--- config.mk ---
export PLATFORM = sky130hd
export DESIGN_NAME = toy_cpu_instruction_execute_top_flat
export DESIGN_NICKNAME = d
export VERILOG_FILES = /design/src/hw/rtl/tce_pkg.sv /design/src/hw/rtl/tce_instr_if.sv /design/src/hw/rtl/tce_result_if.sv /design/src/hw/rtl/tce_ram.sv /design/src/hw/rtl/tce_muldiv.sv /design/src/hw/rtl/tce_dp.sv /design/src/hw/rtl/tce_ctrl.sv /design/src/hw/rtl/toy_cpu_instruction_execute_top.sv /design/src/flat_wrapper.sv
export SDC_FILE = /design/constraint.sdc
export NUM_CORES = 2
export LEC_CHECK = 0
export BUFFER_PORTS_ARGS = -buffer_cell sky130_fd_sc_hd__buf_2
export CORE_ASPECT_RATIO = 1.4
export CORE_UTILIZATION = 35
export CTS_CLUSTER_DIAMETER = 80
export CTS_CLUSTER_SIZE = 14
export DETAILED_ROUTE_END_ITERATION = 16
export GPL_TIMING_DRIVEN = 0
export PLACE_DENSITY_LB_ADDON = 0.25
export SYNTH_ARGS = -nofsm -noshare
export SYNTH_HDL_FRONTEND = slang
export SYNTH_HIERARCHICAL = 1
export SYNTH_SLANG_ARGS = --single-unit
--- constraint.sdc ---
create_clock -name clk_i -period 35.7 [get_ports clk_i]
set_input_delay 1.785 -clock clk_i [delete_from_list [all_inputs] [get_ports clk_i]]
set_output_delay 1.785 -clock clk_i [all_outputs]
set_load 0.05 [all_outputs]
--- src/hw/rtl/tce_pkg.sv ---
`default_nettype none

package tce_pkg;

  // register slots; anything past the last register selects the scratch word
  localparam int unsigned NumRegs = 11;
  localparam int unsigned SlotW   = 4;

  typedef logic [SlotW-1:0] slot_t;

  localparam slot_t SlotIoa     = 4'd5;
  localparam slot_t SlotIob     = 4'd6;
  localparam slot_t SlotIoc     = 4'd7;
  localparam slot_t SlotIod     = 4'd8;
  localparam slot_t SlotX       = 4'd9;
  localparam slot_t SlotE       = 4'd10;
  localparam slot_t SlotScratch = 4'd11;

  localparam int unsigned PcStep = 4;

  localparam logic [1:0] KindImm = 2'd0;
  localparam logic [1:0] KindReg = 2'd1;

  // configuration register map, indexed by paddr[2]
  localparam logic        CfgMemWordsIdx = 1'b0;
  localparam logic [30:0] MemWordsReset  = 31'd1024;

  typedef enum logic [3:0] {
    OP_NOP = 4'd0,
    OP_ADD = 4'd1,
    OP_SUB = 4'd2,
    OP_DIV = 4'd3,
    OP_MUL = 4'd4,
    OP_JMP = 4'd5,
    OP_CMP = 4'd6,
    OP_JE  = 4'd7,
    OP_JL  = 4'd8,
    OP_JG  = 4'd9,
    OP_JLE = 4'd10,
    OP_JGE = 4'd11,
    OP_MOV = 4'd12,
    OP_IN  = 4'd13,
    OP_OUT = 4'd14
  } opcode_e;

  typedef enum logic [1:0] {
    ERR_NONE    = 2'd0,
    ERR_OPCODE  = 2'd1,
    ERR_PC      = 2'd2,
    ERR_DIVZERO = 2'd3
  } err_e;

  typedef enum logic [1:0] {
    ST_IDLE,
    ST_EXEC,
    ST_WAIT,
    ST_WR_ERR
  } state_e;

  typedef struct packed {
    logic [3:0]         opcode;
    logic [3:0]         dest_index;
    logic [1:0]         operand_kind;
    logic signed [31:0] operand;
    logic signed [31:0] bus_read_data;
  } instr_t;

  typedef struct packed {
    logic [30:0]        next_pc;
    logic               jump_taken;
    logic               halted;
    logic               out_valid;
    logic signed [31:0] out_port;
    logic signed [31:0] out_word_a;
    logic signed [31:0] out_word_b;
    logic signed [31:0] out_word_c;
    logic               in_valid;
    logic signed [31:0] dest_value;
    logic [1:0]         error_raised;
  } result_t;

  typedef struct packed {
    logic accept;
    logic start;
    logic commit;
    logic write_e;
  } ctrl_cmd_t;

  typedef struct packed {
    logic long_op;
    logic long_done;
    logic out_free;
    logic split;
  } dp_sts_t;

endpackage

`default_nettype wire

--- src/hw/rtl/tce_instr_if.sv ---
`default_nettype none

interface tce_instr_if;
  logic               valid;
  logic               ready;
  logic [3:0]         opcode;
  logic [3:0]         dest_index;
  logic [1:0]         operand_kind;
  logic signed [31:0] operand;
  logic signed [31:0] bus_read_data;

  modport source (
    output valid, opcode, dest_index, operand_kind, operand, bus_read_data,
    input  ready
  );

  modport sink (
    input  valid, opcode, dest_index, operand_kind, operand, bus_read_data,
    output ready
  );
endinterface

`default_nettype wire

--- src/hw/rtl/tce_result_if.sv ---
`default_nettype none

interface tce_result_if;
  logic               valid;
  logic               ready;
  logic [30:0]        next_pc;
  logic               jump_taken;
  logic               halted;
  logic               out_valid;
  logic signed [31:0] out_port;
  logic signed [31:0] out_word_a;
  logic signed [31:0] out_word_b;
  logic signed [31:0] out_word_c;
  logic               in_valid;
  logic signed [31:0] dest_value;
  logic [1:0]         error_raised;

  modport source (
    output valid, next_pc, jump_taken, halted, out_valid, out_port, out_word_a,
           out_word_b, out_word_c, in_valid, dest_value, error_raised,
    input  ready
  );

  modport sink (
    input  valid, next_pc, jump_taken, halted, out_valid, out_port, out_word_a,
           out_word_b, out_word_c, in_valid, dest_value, error_raised,
    output ready
  );
endinterface

`default_nettype wire

--- src/hw/rtl/tce_ram.sv ---
`default_nettype none

module tce_ram #(
  parameter int WIDTH = 32,
  parameter int DEPTH = 11
) (
  input  wire logic                     clk_i,
  input  wire logic                     we_i,
  input  wire logic [$clog2(DEPTH)-1:0] waddr_i,
  input  wire logic [WIDTH-1:0]         wdata_i,
  input  wire logic                     re_i,
  input  wire logic [$clog2(DEPTH)-1:0] raddr0_i,
  input  wire logic [$clog2(DEPTH)-1:0] raddr1_i,
  output logic      [WIDTH-1:0]         rdata0_o,
  output logic      [WIDTH-1:0]         rdata1_o
);

  logic [WIDTH-1:0] mem_q [DEPTH];
  logic [WIDTH-1:0] rdata0_q;
  logic [WIDTH-1:0] rdata1_q;

  always_ff @(posedge clk_i) begin
    if (we_i) begin
      mem_q[waddr_i] <= wdata_i;
    end
    if (re_i) begin
      rdata0_q <= mem_q[raddr0_i];
      rdata1_q <= mem_q[raddr1_i];
    end
  end

  assign rdata0_o = rdata0_q;
  assign rdata1_o = rdata1_q;

endmodule

`default_nettype wire

--- src/hw/rtl/tce_muldiv.sv ---
`default_nettype none

module tce_muldiv #(
  parameter int DATA_WIDTH = 32
) (
  input  wire logic                  clk_i,
  input  wire logic                  rst_ni,
  input  wire logic                  start_i,
  input  wire logic                  is_div_i,
  input  wire logic [DATA_WIDTH-1:0] op_a_i,
  input  wire logic [DATA_WIDTH-1:0] op_b_i,
  output logic                       done_o,
  output logic      [DATA_WIDTH-1:0] result_o
);

  localparam int CntW = $clog2(DATA_WIDTH + 1);

  logic                  busy_q, busy_d;
  logic                  done_q, done_d;
  logic [CntW-1:0]       cnt_q, cnt_d;
  logic                  div_q, div_d;
  logic                  neg_q, neg_d;
  logic [DATA_WIDTH-1:0] acc_q, acc_d;
  logic [DATA_WIDTH-1:0] a_q, a_d;
  logic [DATA_WIDTH-1:0] b_q, b_d;
  logic [DATA_WIDTH-1:0] a_mag, b_mag, rem_sh;
  logic                  q_bit;

  // shift-add multiply on the raw operands or restoring divide on magnitudes, one bit a cycle
  always_comb begin
    a_mag  = op_a_i[DATA_WIDTH-1] ? -op_a_i : op_a_i;
    b_mag  = op_b_i[DATA_WIDTH-1] ? -op_b_i : op_b_i;
    // remainder stays below the divisor, so its top bit is always clear
    rem_sh = {acc_q[DATA_WIDTH-2:0], a_q[DATA_WIDTH-1]};
    q_bit  = (rem_sh >= b_q);

    busy_d = busy_q;
    done_d = done_q;
    cnt_d  = cnt_q;
    div_d  = div_q;
    neg_d  = neg_q;
    acc_d  = acc_q;
    a_d    = a_q;
    b_d    = b_q;

    if (start_i) begin
      busy_d = 1'b1;
      done_d = 1'b0;
      cnt_d  = CntW'(DATA_WIDTH);
      div_d  = is_div_i;
      neg_d  = op_a_i[DATA_WIDTH-1] ^ op_b_i[DATA_WIDTH-1];
      acc_d  = '0;
      a_d    = is_div_i ? a_mag : op_a_i;
      b_d    = is_div_i ? b_mag : op_b_i;
    end else if (busy_q) begin
      if (div_q) begin
        acc_d = q_bit ? (rem_sh - b_q) : rem_sh;
        a_d   = {a_q[DATA_WIDTH-2:0], q_bit};
      end else begin
        if (a_q[0]) begin
          acc_d = acc_q + b_q;
        end
        a_d = a_q >> 1;
        b_d = b_q << 1;
      end
      cnt_d = cnt_q - 1'b1;
      if (cnt_q == CntW'(1)) begin
        busy_d = 1'b0;
        done_d = 1'b1;
      end
    end
  end

  always_ff @(posedge clk_i or negedge rst_ni) begin
    if (!rst_ni) begin
      busy_q <= 1'b0;
      done_q <= 1'b0;
      cnt_q  <= '0;
    end else begin
      busy_q <= busy_d;
      done_q <= done_d;
      cnt_q  <= cnt_d;
    end
  end

  always_ff @(posedge clk_i) begin
    div_q <= div_d;
    neg_q <= neg_d;
    acc_q <= acc_d;
    a_q   <= a_d;
    b_q   <= b_d;
  end

  assign done_o   = done_q;
  assign result_o = div_q ? (neg_q ? -a_q : a_q) : acc_q;

  a_no_restart: assert property (@(posedge clk_i) disable iff (!rst_ni)
    start_i |-> !busy_q)
    else $error("muldiv started while busy");

  a_busy_done_excl: assert property (@(posedge clk_i) disable iff (!rst_ni)
    !(busy_q && done_q))
    else $error("muldiv busy and done together");

  a_last_step_done: assert property (@(posedge clk_i) disable iff (!rst_ni)
    (busy_q && !start_i && (cnt_q == CntW'(1))) |=> done_q)
    else $error("muldiv missed done after last step");

endmodule

`default_nettype wire

--- src/hw/rtl/tce_dp.sv ---
`default_nettype none

module tce_dp import tce_pkg::*; #(
  parameter int DATA_WIDTH = 32
) (
  input  wire logic        clk_i,
  input  wire logic        rst_ni,
  input  wire instr_t      instr_i,
  input  wire logic [30:0] mem_words_i,
  input  wire ctrl_cmd_t   cmd_i,
  output dp_sts_t          sts_o,
  input  wire logic        out_ready_i,
  output logic             out_valid_o,
  output result_t          result_o
);

  localparam int CmpW = (DATA_WIDTH > 31) ? DATA_WIDTH : 31;

  // architectural state
  logic [DATA_WIDTH-1:0] pc_q, pc_d;
  logic [DATA_WIDTH-1:0] scratch_q, scratch_d;
  logic [NumRegs-1:0]    vld_q, vld_d;
  logic [DATA_WIDTH-1:0] x_q, x_d, ioa_q, ioa_d, iob_q, iob_d, ioc_q, ioc_d;

  // latched instruction
  logic [3:0]            op_q;
  slot_t                 dst_q, src_q;
  logic [DATA_WIDTH-1:0] bus_q;
  logic                  rv0_q, rv1_q;
  logic [1:0]            err_q;

  logic                  out_vld_q, out_vld_d;
  result_t               out_q;

  // decode of the incoming beat
  logic [DATA_WIDTH-1:0] opnd_in;
  slot_t                 dst_in, src_in, raddr0, raddr1;

  // register file port
  logic                  ram_we;
  slot_t                 ram_waddr;
  logic [DATA_WIDTH-1:0] ram_wdata, rdata0, rdata1;

  // execute
  logic [DATA_WIDTH-1:0] first, second, p_data, port, wa, wb, wc;
  logic [DATA_WIDTH-1:0] pc_step, pc_raw, pc_new, e_data, dv, unit_res;
  slot_t                 p_addr;
  logic                  p_wen, prim_ram, jump, e_wr, ov, iv, x_neg, x_zero, unit_done;
  err_e                  err;
  result_t               res;

  always_comb begin
    opnd_in = DATA_WIDTH'($signed(instr_i.operand));
    dst_in  = (instr_i.dest_index < slot_t'(NumRegs)) ? instr_i.dest_index : SlotScratch;
    src_in  = SlotScratch;
    if (instr_i.operand_kind == KindReg && opnd_in < DATA_WIDTH'(NumRegs)) begin
      src_in = opnd_in[SlotW-1:0];
    end
    raddr0 = (dst_in == SlotScratch) ? '0 : dst_in;
    raddr1 = (src_in == SlotScratch) ? '0 : src_in;
  end

  always_comb begin
    first  = (dst_q == SlotScratch) ? scratch_q : (rv0_q ? rdata0 : '0);
    second = (src_q == SlotScratch) ? scratch_q : (rv1_q ? rdata1 : '0);
    x_neg  = x_q[DATA_WIDTH-1];
    x_zero = (x_q == '0);

    p_wen  = 1'b0;
    p_addr = dst_q;
    p_data = first;
    jump   = 1'b0;
    err    = ERR_NONE;
    port   = '0;
    wa     = '0;
    wb     = '0;
    wc     = '0;
    ov     = 1'b0;
    iv     = 1'b0;

    case (op_q)
      OP_NOP: begin
      end
      OP_ADD: begin
        p_wen  = 1'b1;
        p_data = first + second;
      end
      OP_SUB: begin
        p_wen  = 1'b1;
        p_data = first - second;
      end
      OP_DIV: begin
        if (second == '0) begin
          err = ERR_DIVZERO;
        end else begin
          p_wen  = 1'b1;
          p_data = unit_res;
        end
      end
      OP_MUL: begin
        p_wen  = 1'b1;
        p_data = unit_res;
      end
      OP_JMP: jump = 1'b1;
      OP_CMP: begin
        p_wen  = 1'b1;
        p_addr = SlotX;
        p_data = first - second;
      end
      OP_JE:  jump = x_zero;
      OP_JL:  jump = x_neg;
      OP_JG:  jump = !x_neg && !x_zero;
      OP_JLE: jump = x_neg || x_zero;
      OP_JGE: jump = !x_neg;
      OP_MOV: begin
        p_wen  = 1'b1;
        p_data = second;
      end
      OP_IN: begin
        port   = first;
        iv     = 1'b1;
        p_wen  = 1'b1;
        p_addr = SlotIod;
        p_data = bus_q;
      end
      OP_OUT: begin
        port = first;
        ov   = 1'b1;
        wa   = ioa_q;
        wb   = iob_q;
        wc   = ioc_q;
      end
      default: err = ERR_OPCODE;
    endcase

    pc_step = pc_q + DATA_WIDTH'(PcStep);
    pc_raw  = jump ? second : pc_step;
    pc_new  = pc_raw;
    // negative counter: error into e and back to zero
    if (pc_raw[DATA_WIDTH-1]) begin
      err    = ERR_PC;
      pc_new = '0;
    end

    e_wr   = (err != ERR_NONE);
    e_data = DATA_WIDTH'(err);

    dv = first;
    if (p_wen && p_addr == dst_q) begin
      dv = p_data;
    end
    if (e_wr && dst_q == SlotE) begin
      dv = e_data;
    end

    prim_ram = p_wen && (p_addr != SlotScratch);

    res.next_pc      = 31'(pc_new);
    res.jump_taken   = jump;
    res.halted       = (CmpW'(pc_new) >= CmpW'(mem_words_i));
    res.out_valid    = ov;
    res.out_port     = 32'(port);
    res.out_word_a   = 32'(wa);
    res.out_word_b   = 32'(wb);
    res.out_word_c   = 32'(wc);
    res.in_valid     = iv;
    res.dest_value   = 32'(dv);
    res.error_raised = err;
  end

  // one write a cycle: the e write follows in its own cycle when both land in the file
  always_comb begin
    ram_we    = 1'b0;
    ram_waddr = SlotE;
    ram_wdata = e_data;
    if (cmd_i.write_e) begin
      ram_we    = 1'b1;
      ram_wdata = DATA_WIDTH'(err_q);
    end else if (cmd_i.commit) begin
      if (prim_ram && !(e_wr && p_addr == SlotE)) begin
        ram_we    = 1'b1;
        ram_waddr = p_addr;
        ram_wdata = p_data;
      end else if (e_wr) begin
        ram_we = 1'b1;
      end
    end
  end

  always_comb begin
    pc_d      = pc_q;
    scratch_d = scratch_q;
    vld_d     = vld_q;
    x_d       = x_q;
    ioa_d     = ioa_q;
    iob_d     = iob_q;
    ioc_d     = ioc_q;
    out_vld_d = out_vld_q;

    if (cmd_i.accept && instr_i.operand_kind == KindImm) begin
      scratch_d = opnd_in;
    end
    if (cmd_i.commit) begin
      pc_d = pc_new;
      if (p_wen && p_addr == SlotScratch) begin
        scratch_d = p_data;
      end
    end
    if (ram_we) begin
      vld_d[ram_waddr] = 1'b1;
      if (ram_waddr == SlotX)   x_d   = ram_wdata;
      if (ram_waddr == SlotIoa) ioa_d = ram_wdata;
      if (ram_waddr == SlotIob) iob_d = ram_wdata;
      if (ram_waddr == SlotIoc) ioc_d = ram_wdata;
    end

    if (cmd_i.commit) begin
      out_vld_d = 1'b1;
    end else if (out_ready_i) begin
      out_vld_d = 1'b0;
    end
  end

  always_ff @(posedge clk_i or negedge rst_ni) begin
    if (!rst_ni) begin
      pc_q      <= '0;
      scratch_q <= '0;
      vld_q     <= '0;
      x_q       <= '0;
      ioa_q     <= '0;
      iob_q     <= '0;
      ioc_q     <= '0;
      out_vld_q <= 1'b0;
    end else begin
      pc_q      <= pc_d;
      scratch_q <= scratch_d;
      vld_q     <= vld_d;
      x_q       <= x_d;
      ioa_q     <= ioa_d;
      iob_q     <= iob_d;
      ioc_q     <= ioc_d;
      out_vld_q <= out_vld_d;
    end
  end

  always_ff @(posedge clk_i) begin
    if (cmd_i.accept) begin
      op_q  <= instr_i.opcode;
      dst_q <= dst_in;
      src_q <= src_in;
      bus_q <= DATA_WIDTH'($signed(instr_i.bus_read_data));
      rv0_q <= vld_q[raddr0];
      rv1_q <= vld_q[raddr1];
    end
    if (cmd_i.commit) begin
      err_q <= err;
      out_q <= res;
    end
  end

  tce_ram #(
    .WIDTH (DATA_WIDTH),
    .DEPTH (NumRegs)
  ) u_regfile (
    .clk_i    (clk_i),
    .we_i     (ram_we),
    .waddr_i  (ram_waddr),
    .wdata_i  (ram_wdata),
    .re_i     (cmd_i.accept),
    .raddr0_i (raddr0),
    .raddr1_i (raddr1),
    .rdata0_o (rdata0),
    .rdata1_o (rdata1)
  );

  tce_muldiv #(
    .DATA_WIDTH (DATA_WIDTH)
  ) u_muldiv (
    .clk_i    (clk_i),
    .rst_ni   (rst_ni),
    .start_i  (cmd_i.start),
    .is_div_i (op_q == OP_DIV),
    .op_a_i   (first),
    .op_b_i   (second),
    .done_o   (unit_done),
    .result_o (unit_res)
  );

  assign sts_o.long_op   = (op_q == OP_MUL) || (op_q == OP_DIV && second != '0);
  assign sts_o.long_done = unit_done;
  assign sts_o.out_free  = !out_vld_q || out_ready_i;
  assign sts_o.split     = e_wr && prim_ram && (p_addr != SlotE);

  assign out_valid_o = out_vld_q;
  assign result_o    = out_q;

endmodule

`default_nettype wire

--- src/hw/rtl/tce_ctrl.sv ---
`default_nettype none

module tce_ctrl import tce_pkg::*; (
  input  wire logic    clk_i,
  input  wire logic    rst_ni,
  input  wire logic    instr_valid_i,
  output logic         instr_ready_o,
  input  wire dp_sts_t sts_i,
  output ctrl_cmd_t    cmd_o
);

  state_e state_q, state_d;

  always_comb begin
    state_d = state_q;
    case (state_q)
      ST_IDLE: begin
        if (instr_valid_i) begin
          state_d = ST_EXEC;
        end
      end
      ST_EXEC: begin
        if (sts_i.long_op) begin
          state_d = ST_WAIT;
        end else if (sts_i.out_free) begin
          state_d = sts_i.split ? ST_WR_ERR : ST_IDLE;
        end
      end
      ST_WAIT: begin
        if (sts_i.long_done && sts_i.out_free) begin
          state_d = sts_i.split ? ST_WR_ERR : ST_IDLE;
        end
      end
      ST_WR_ERR: state_d = ST_IDLE;
      default:   state_d = ST_IDLE;
    endcase
  end

  always_comb begin
    instr_ready_o = 1'b0;
    cmd_o         = '0;
    case (state_q)
      ST_IDLE: begin
        instr_ready_o = 1'b1;
        cmd_o.accept  = instr_valid_i;
      end
      ST_EXEC: begin
        cmd_o.start  = sts_i.long_op;
        cmd_o.commit = !sts_i.long_op && sts_i.out_free;
      end
      ST_WAIT: begin
        cmd_o.commit = sts_i.long_done && sts_i.out_free;
      end
      ST_WR_ERR: begin
        cmd_o.write_e = 1'b1;
      end
      default: begin
      end
    endcase
  end

  always_ff @(posedge clk_i or negedge rst_ni) begin
    if (!rst_ni) begin
      state_q <= ST_IDLE;
    end else begin
      state_q <= state_d;
    end
  end

  a_accept_to_exec: assert property (@(posedge clk_i) disable iff (!rst_ni)
    cmd_o.accept |=> (state_q == ST_EXEC))
    else $error("accepted beat did not move to execute");

  a_start_clears_done: assert property (@(posedge clk_i) disable iff (!rst_ni)
    cmd_o.start |=> !sts_i.long_done)
    else $error("unit done still set after start");

  a_split_writes_e: assert property (@(posedge clk_i) disable iff (!rst_ni)
    (cmd_o.commit && sts_i.split) |=> cmd_o.write_e)
    else $error("pending error write dropped");

endmodule

`default_nettype wire

--- src/hw/rtl/toy_cpu_instruction_execute_top.sv ---
// sequence: a simple instruction is accepted, executes in the next cycle and its result
//   beat is registered at the end of it, unless an earlier beat not yet taken holds the commit
// flow: a new instruction is accepted only once the last one has committed; an error write
//   to e after a register write takes a step of its own (single write port of the register
//   file); mul and div wait on the one-bit-a-cycle shift-add / restoring divide unit
// reset: asynchronous, active low; registers, scratch and counter read as zero, memory_words
//   returns to 1024 and no result beat is pending
`default_nettype none

module toy_cpu_instruction_execute_top import tce_pkg::*; #(
  parameter int DATA_WIDTH = 32
) (
  input  wire logic        clk_i,
  input  wire logic        rst_ni,

  // configuration port
  input  wire logic        psel,
  input  wire logic        penable,
  input  wire logic        pwrite,
  input  wire logic [2:0]  paddr,
  input  wire logic [31:0] pwdata,
  output logic      [31:0] prdata,
  output logic             pready,

  tce_instr_if.sink        instr_i,
  tce_result_if.source     result_o
);

  logic [30:0] mem_words_q;
  logic [30:0] mem_words_d;
  logic        cfg_wr;
  logic        cfg_sel;

  instr_t      instr;
  result_t     result;
  ctrl_cmd_t   cmd;
  dp_sts_t     sts;
  logic        out_valid;
  logic        instr_ready;

  // apb write lands on the access cycle; no wait states
  assign pready  = 1'b1;
  assign cfg_sel = (paddr[2] == CfgMemWordsIdx);
  assign cfg_wr  = psel && penable && pwrite && cfg_sel;
  assign prdata  = cfg_sel ? {1'b0, mem_words_q} : '0;

  always_comb begin
    mem_words_d = mem_words_q;
    if (cfg_wr) begin
      mem_words_d = pwdata[30:0];
    end
  end

  always_ff @(posedge clk_i or negedge rst_ni) begin
    if (!rst_ni) begin
      mem_words_q <= MemWordsReset;
    end else begin
      mem_words_q <= mem_words_d;
    end
  end

  // gather the input beat
  assign instr.opcode        = instr_i.opcode;
  assign instr.dest_index    = instr_i.dest_index;
  assign instr.operand_kind  = instr_i.operand_kind;
  assign instr.operand       = instr_i.operand;
  assign instr.bus_read_data = instr_i.bus_read_data;
  assign instr_i.ready       = instr_ready;

  // sequencer: accept, execute, wait on the unit, trailing error write
  tce_ctrl u_ctrl (
    .clk_i         (clk_i),
    .rst_ni        (rst_ni),
    .instr_valid_i (instr_i.valid),
    .instr_ready_o (instr_ready),
    .sts_i         (sts),
    .cmd_o         (cmd)
  );

  // register file, counter, alu, mul/div unit and the result register
  tce_dp #(
    .DATA_WIDTH (DATA_WIDTH)
  ) u_dp (
    .clk_i       (clk_i),
    .rst_ni      (rst_ni),
    .instr_i     (instr),
    .mem_words_i (mem_words_q),
    .cmd_i       (cmd),
    .sts_o       (sts),
    .out_ready_i (result_o.ready),
    .out_valid_o (out_valid),
    .result_o    (result)
  );

  // result beat; its register lets the next instruction in while this one waits
  assign result_o.valid        = out_valid;
  assign result_o.next_pc      = result.next_pc;
  assign result_o.jump_taken   = result.jump_taken;
  assign result_o.halted       = result.halted;
  assign result_o.out_valid    = result.out_valid;
  assign result_o.out_port     = result.out_port;
  assign result_o.out_word_a   = result.out_word_a;
  assign result_o.out_word_b   = result.out_word_b;
  assign result_o.out_word_c   = result.out_word_c;
  assign result_o.in_valid     = result.in_valid;
  assign result_o.dest_value   = result.dest_value;
  assign result_o.error_raised = result.error_raised;

endmodule

`default_nettype wire

--- src/flat_wrapper.sv ---
// flat-port wrapper written by rule: the top's interface ports become plain ports
module toy_cpu_instruction_execute_top_flat import tce_pkg::*;
#(
  parameter int DATA_WIDTH = 32
)
  (clk_i, rst_ni, psel, penable, pwrite, paddr, pwdata, prdata, pready, instr_i_valid, instr_i_opcode, instr_i_dest_index, instr_i_operand_kind, instr_i_operand, instr_i_bus_read_data, instr_i_ready, result_o_valid, result_o_next_pc, result_o_jump_taken, result_o_halted, result_o_out_valid, result_o_out_port, result_o_out_word_a, result_o_out_word_b, result_o_out_word_c, result_o_in_valid, result_o_dest_value, result_o_error_raised, result_o_ready);
  tce_instr_if instr_i_i ();
  tce_result_if result_o_i ();
  input  wire logic clk_i;
  input  wire logic rst_ni;
  input  wire logic psel;
  input  wire logic penable;
  input  wire logic pwrite;
  input  wire logic [2:0] paddr;
  input  wire logic [31:0] pwdata;
  output logic      [31:0] prdata;
  output logic pready;
  input wire logic [$bits(instr_i_i.valid)-1:0] instr_i_valid;
  input wire logic [$bits(instr_i_i.opcode)-1:0] instr_i_opcode;
  input wire logic [$bits(instr_i_i.dest_index)-1:0] instr_i_dest_index;
  input wire logic [$bits(instr_i_i.operand_kind)-1:0] instr_i_operand_kind;
  input wire logic [$bits(instr_i_i.operand)-1:0] instr_i_operand;
  input wire logic [$bits(instr_i_i.bus_read_data)-1:0] instr_i_bus_read_data;
  output wire logic [$bits(instr_i_i.ready)-1:0] instr_i_ready;
  output wire logic [$bits(result_o_i.valid)-1:0] result_o_valid;
  output wire logic [$bits(result_o_i.next_pc)-1:0] result_o_next_pc;
  output wire logic [$bits(result_o_i.jump_taken)-1:0] result_o_jump_taken;
  output wire logic [$bits(result_o_i.halted)-1:0] result_o_halted;
  output wire logic [$bits(result_o_i.out_valid)-1:0] result_o_out_valid;
  output wire logic [$bits(result_o_i.out_port)-1:0] result_o_out_port;
  output wire logic [$bits(result_o_i.out_word_a)-1:0] result_o_out_word_a;
  output wire logic [$bits(result_o_i.out_word_b)-1:0] result_o_out_word_b;
  output wire logic [$bits(result_o_i.out_word_c)-1:0] result_o_out_word_c;
  output wire logic [$bits(result_o_i.in_valid)-1:0] result_o_in_valid;
  output wire logic [$bits(result_o_i.dest_value)-1:0] result_o_dest_value;
  output wire logic [$bits(result_o_i.error_raised)-1:0] result_o_error_raised;
  input wire logic [$bits(result_o_i.ready)-1:0] result_o_ready;
  assign instr_i_i.valid = instr_i_valid;
  assign instr_i_i.opcode = instr_i_opcode;
  assign instr_i_i.dest_index = instr_i_dest_index;
  assign instr_i_i.operand_kind = instr_i_operand_kind;
  assign instr_i_i.operand = instr_i_operand;
  assign instr_i_i.bus_read_data = instr_i_bus_read_data;
  assign instr_i_ready = instr_i_i.ready;
  assign result_o_valid = result_o_i.valid;
  assign result_o_next_pc = result_o_i.next_pc;
  assign result_o_jump_taken = result_o_i.jump_taken;
  assign result_o_halted = result_o_i.halted;
  assign result_o_out_valid = result_o_i.out_valid;
  assign result_o_out_port = result_o_i.out_port;
  assign result_o_out_word_a = result_o_i.out_word_a;
  assign result_o_out_word_b = result_o_i.out_word_b;
  assign result_o_out_word_c = result_o_i.out_word_c;
  assign result_o_in_valid = result_o_i.in_valid;
  assign result_o_dest_value = result_o_i.dest_value;
  assign result_o_error_raised = result_o_i.error_raised;
  assign result_o_i.ready = result_o_ready;
  toy_cpu_instruction_execute_top #(.DATA_WIDTH(DATA_WIDTH)) u_core (.clk_i(clk_i), .rst_ni(rst_ni), .psel(psel), .penable(penable), .pwrite(pwrite), .paddr(paddr), .pwdata(pwdata), .prdata(prdata), .pready(pready), .instr_i(instr_i_i), .result_o(result_o_i));
endmodule
==> Word-level counts from Yosys, hierarchy flattened <==
Memory sizes are Yosys's and may differ from the RTL's. A register that Yosys moved wholly into a read port is not among the register bits.
Index checks and enable logic that the tools add are counted.
{ "word_totals": {"register_bits": 586, "mem_bits_rw": 352, "out_inout_bits": 232, "elab_cells": 224, "memories": 1} }
{ "classes": {"n_addsub": 9, "magnitude_cmp": 8, "n_eq_ne": 37, "n_mux": 81, "n_bitwise": 3, "reduce_logical": 49} }
{ "mem_list": {"columns": ["memory", "depth", "word_bits", "read_ports", "rd_clocked_by_memory_dff", "write_ports", "line_no", "source"], "rows": [
  ["u_core.u_dp.u_regfile.mem_q", 11, 32, 2, 2, 1, "tce_ram.sv:18", "logic [WIDTH-1:0] mem_q [DEPTH];"]
]} }
{ "ops": {"columns": ["op", "n"], "rows": [
  ["two-way mux 32 bit", 28],
  ["case mux 32 bit (6 select lines)", 1],
  ["negator 32 bit", 3],
  ["adder 32 bit", 2],
  ["zero test 32 bit", 2],
  ["subtractor 32 bit", 2],
  ["two-way mux 31 bit", 2],
  ["== test 4 bit, second input constant", 15],
  ["adder 32 x 3 -> 32 bit, second input constant", 1],
  ["greater-or-equal comparator 32 x 31 -> 1 bit", 1],
  ["greater-or-equal comparator 32 bit", 1],
  ["less-than comparator 32 x 4 -> 1 bit, second input constant", 1],
  ["nonzero test 32 bit", 1],
  ["== test 4 x 3 -> 1 bit, second input constant", 7],
  ["two-way mux 4 bit", 7],
  ["two-way mux 1 bit", 24],
  ["logical AND 1 bit", 18],
  ["two-way mux 2 bit", 8],
  ["less-than comparator 4 x 5 -> 1 bit, second input constant", 3],
  ["AND reduction 2 bit", 7],
  ["OR reduction 14 bit", 1],
  ["two-way mux 6 bit", 2],
  ["OR 11 bit", 1],
  ["nonzero test 2 bit", 5],
  ["other kinds (29)", 44]
]} }

==> Longest topological paths before layout <==
{ "depth": {"ltp_word": 18, "depth_mapped": 22} }

==> Hierarchy <==
The synthesis kept the hierarchy.
{ "by_module_without_submodules": {"columns": ["module", "instances", "cells_per_inst", "area_each_um2", "seq_area_each_um2"], "rows": [
  ["tce_dp", 1, 2255, 24269.5, 12376.9],
  ["tce_ram", 1, 1171, 19192.2, 12492.0],
  ["tce_muldiv", 1, 1376, 10712.8, 2822.7],
  ["toy_cpu_instruction_execute_top", 1, 104, 1524.0, 777.0],
  ["tce_ctrl", 1, 27, 236.5, 50.0]
]} }

==> Worst setup path before layout <==
Ideal clock, no wire load.
{ "synth_path": {"path_type": "reg2reg", "startpoint": "register u_core.u_dp.src_q[2]", "endpoint": "memory u_core.u_dp.u_regfile.mem_q[0][0], enable pin", "setup_time_ps": 461, "arrival_time_ps": 16357, "required_time_ps": 35239, "path_slack_ps": 18882, "path_stages_with_launch": 19, "period_less_slack_ps": 16818, "path_cell_list": "edfxtp_1 -> nand4b_1 -> clkbuf_1 -> and3_1 -> a21oi_1 -> ha_1 -> o221a_2 -> a31oi_1 -> or2_1 -> clkbuf_1 -> nand2b_1 -> a21oi_1 -> nand2_1 -> nor2_1 -> nand2b_2 -> buf_2 -> or3_1 -> or3b_2 -> nor3_1"} }
{ "synth_lines": {"columns": ["element", "line_no", "source"], "rows": [
  ["start, declared", "tce_dp.sv:27", "slot_t dst_q, src_q;"],
  ["start signal, assigned", "tce_dp.sv:250", "src_q <= src_in;"],
  ["end, declared", "tce_ram.sv:18", null]
]} }

==> results.ini <==
[placed_design]
dp_hpwl_mm=191
place_area_sq_um=61200
place_inst=7421
numPortBuffers=340
gp_congestion=1.03

[clocking]
cts_setup_buffers=0
cts-htree-levels=3
root_buffer=clkbuf_16
cts_resized=0
cts_buffer_depth=3
numClockSinks=1001
cts_tree=built
clk_pin_slew_ns=0.07
cts_hold_buffers=0
clk_latency_ns=0.76
cts_buffers=87

[worst_setup_path]
crit_cells=18
critPathMostFrequentCell=clkbuf_1
crit_chain=nand4b_1, clkbuf_1, and3_1, a21oi_1, ha_1, o221a_2, a31oi_1, or2_1, clkbuf_1, nand2b_1, a21oi_4, buf_12, clkbuf_1, nand2_1, nand2b_1, or3b_2, nor2_4, buf_12
worstPathRequired_ns=36.12
crit_buf_inv=5
crit_path_top_delay_cell=clkbuf_1
cp-end-kind=flip-flop
rr_worst_depth=18
worstSetupStartpointType=flip-flop
max_stage_delay_ns=0.87
worst-setup-path-type=reg2reg
crit_start=u_core/u_dp/src_q[2]
worstPathArrival_ns=9.41
cp_top_family=simple AND/OR/NAND/NOR gates
r2r-start=u_core/u_dp/src_q[2]
path_max_fanout=20

[power]
p_total_w=0.00532
powerDensity_nw_per_um2=83.2
power.leakage_nw=24.6
vdd_drop_max_uv=60.7

[route]
postRouteAntennaNets=0
drtIter0Drc=4723
dr.pass1.iters=8
wirelength_mm=245
wl_per_cell_um=32.2
route.detailed.drc=0
routed_via_density=5.87
vias=44500

[timing]
hold_violations=0
rsz0062_at_grt=no
min_period_ns=8.99
finalSetupTns_ns=0
worstMarginPinSlew_ns=1.65
fmax_ghz=0.111
slew_headroom_pct=-10.3
setup-violations-final=0
finalCritPeriodShare_pct=25.2
skew_ns=0.0521
slew_viol_final=3

[yosys]
syn_area_sq_um=55900
syn_inst=4933
synth_top_area_share_pct=38.9
synth-edff-count=725
ys_ff_latch=1001
synth.avg_cell_area_sq_um=11.3
synthArstFlopShare_pct=24.4
synth-main-ff-cell=edfxtp_1
yosysWarningCount=6
yosys-top-cells-area=edfxtp_1 39%, dfrtp_1 11%, mux2_2 5.0%
yosys.area.top_type=edfxtp_1
syn-num-nets=5189
ys_seq_area_share_pct=51.0
synthDistinctLibCells=106

[finish]
synthToLayoutAreaGrowth_pct=14.2
final_cells=7587
drive_above_1_share_pct=18.9
fillers=15500
stdcell_area_sq_um=63900
fin_nets=5667

[floorplanning]
die_h_um=475
die_w_um=340
pin_count=348
initial_core_util_pct=35.3
die_area_sq_um=161000
std_cell_rows=173
core_area_sq_um=159000

[min_path]
worst_hold_path.num_cells=1
holdCritStartpoint=u_core/u_dp/ioa_q[27]
worstHoldPathType=reg2reg

[global_routing]
antenna_found_initial=23
grt_pass1_wl_mm=337
grt_max_degree=101
track_usage_pct=29.7
grt_pass1_vias=44500
grt.overflow.total=0

[status]
violations=slew limit
status=finished, violations left

[job]
cap_violations=0

[per-layer routing]
metal  GRT usage [%]  wire [um]  vias to the layer above
met5               0         79                        -
met4            21.7      20400                       12
met3            5.92      18500                      689
met2            49.8     117000                     2270
met1            33.4      88700                    22200
li1                -          -                    19400
[metrics by stage]
stage	util, %	hold slack (ns)	worst slack (ns)
final	40.3	0.496	26.71
after global routing	40.3	0.506	26.53
after CTS	40.2	0.496	26.92
after detailed placement	38.6	0.479	26.97
after global placement	38.0	0.471	7.75
after floorplan	-	0.431	18.88
[where the power goes]
part | switching [W] | internal, W
clock | 0.000470 | 0.000476
sequential | 0.000237 | 0.00155
combinational | 0.00181 | 0.000779
total | 0.00251 | 0.00280
[worst reg2reg max path: cells and delay by family (launching register included)]
kind	cells	cell delay, ns
AOI/OAI and AO/OA	4	2.13
DFF	1	0.40
buffers and inverters	5	2.33
adders and majority gates	1	0.47
and+or+nand+nor	8	3.32
[sequential cells by signal, indices dropped and copies added (netlist names), 11 cells and up]
signal                          count
u_core/u_dp/u_regfile/mem_q       352
u_core/mem_words_q                 31
u_core/u_dp/u_muldiv/a_q           32
u_core/u_dp/result_o              197
u_core/u_dp/u_regfile/rdata1_o     32
u_core/u_dp/vld_q                  11
u_core/u_dp/bus_q                  32
u_core/u_dp/iob_q                  32
u_core/u_dp/u_muldiv/acc_q         32
u_core/u_dp/ioc_q                  32
u_core/u_dp/ioa_q                  32
u_core/u_dp/u_regfile/rdata0_o     32
u_core/u_dp/x_q                    32
u_core/u_dp/pc_q                   31
u_core/u_dp/u_muldiv/b_q           32
u_core/u_dp/scratch_q              32
[kinds of logic (layout without fill, tap and decap cells)]
family                     after synthesis  after routing  share of synthesized area (%)
other                                    2             12                         0.0134
and+or+nand+nor                       1351           1351                           12.0
AOI/OAI and AO/OA                     1177           1177                           14.7
xor gates and xnor gates               214            214                           3.35
adders and majority gates              140            140                           3.17
muxes                                  595            595                           12.1
DFF                                   1001           1001                           51.0
buffers and inverters                  453            997                           3.66
[synth_stat cells, drive strengths merged, types with 29 or more instances]
cell type	n
edfxtp	725
mux2	405
nor2	357
nand2	356
a21oi	252
dfrtp	243
o21ai	211
clkbuf	200
mux2i	190
inv	157
ha	137
and2	135
xor2	114
xnor2	100
nand2b	97
buf	96
o31ai	94
o211ai	90
a211oi	83
nand3	79
o22ai	67
a22o	66
nor3	63
nor2b	56
a21o	54
o21a	48
nor4	39
nand4	35
a31oi	34
dfxtp	32
and3	29
[path summary, 6_finish.rpt]
kind | end | slack [ns]
max in group asynchronous | u_core/u_dp/iob_q[4] | 33.22
setup / recovery | u_core/u_dp/u_regfile/mem_q[3][19] | 26.71
setup reg to reg | u_core/u_dp/u_regfile/mem_q[3][19] | 26.71
hold / removal | u_core/u_dp/ioa_q[27] | 0.50
min in group asynchronous | u_core/mem_words_q[26] | 1.04
hold reg to reg | u_core/u_dp/ioa_q[27] | 0.50
[area by class of cell]
class | count | area (sq um) | share of cell area [%]
Sequential cell | 1001 | 28500 | 44.6
Multi-Input combinational cell | 3479 | 25600 | 40.0
Tap cell | 2100 | 2630 | 4.11
Timing Repair Buffer | 389 | 2460 | 3.85
Clock buffer | 138 | 2390 | 3.73
Buffer | 296 | 1460 | 2.28
Inverter | 157 | 589 | 0.922
Clock inverter | 17 | 282 | 0.441
Antenna cell | 10 | 25.0 | 0.0392
[layout by cell type, fill, tap and decap left out, drive strengths merged, types with 90 or more instances in the layout]
master  netlist  layout
inv         157     164
nor2        357     357
xnor2       100     100
mux2i       190     190
a21oi       252     252
and2        135     135
xor2        114     114
mux2        405     405
o21ai       211     211
nand2b       97      97
clkbuf      200     338
ha          137     137
o211ai       90      90
o31ai        94      94
buf          96     485
nand2       356     356
dfrtp       243     243
edfxtp      725     725
Note: power is estimated with default switching activity, not from simulation.
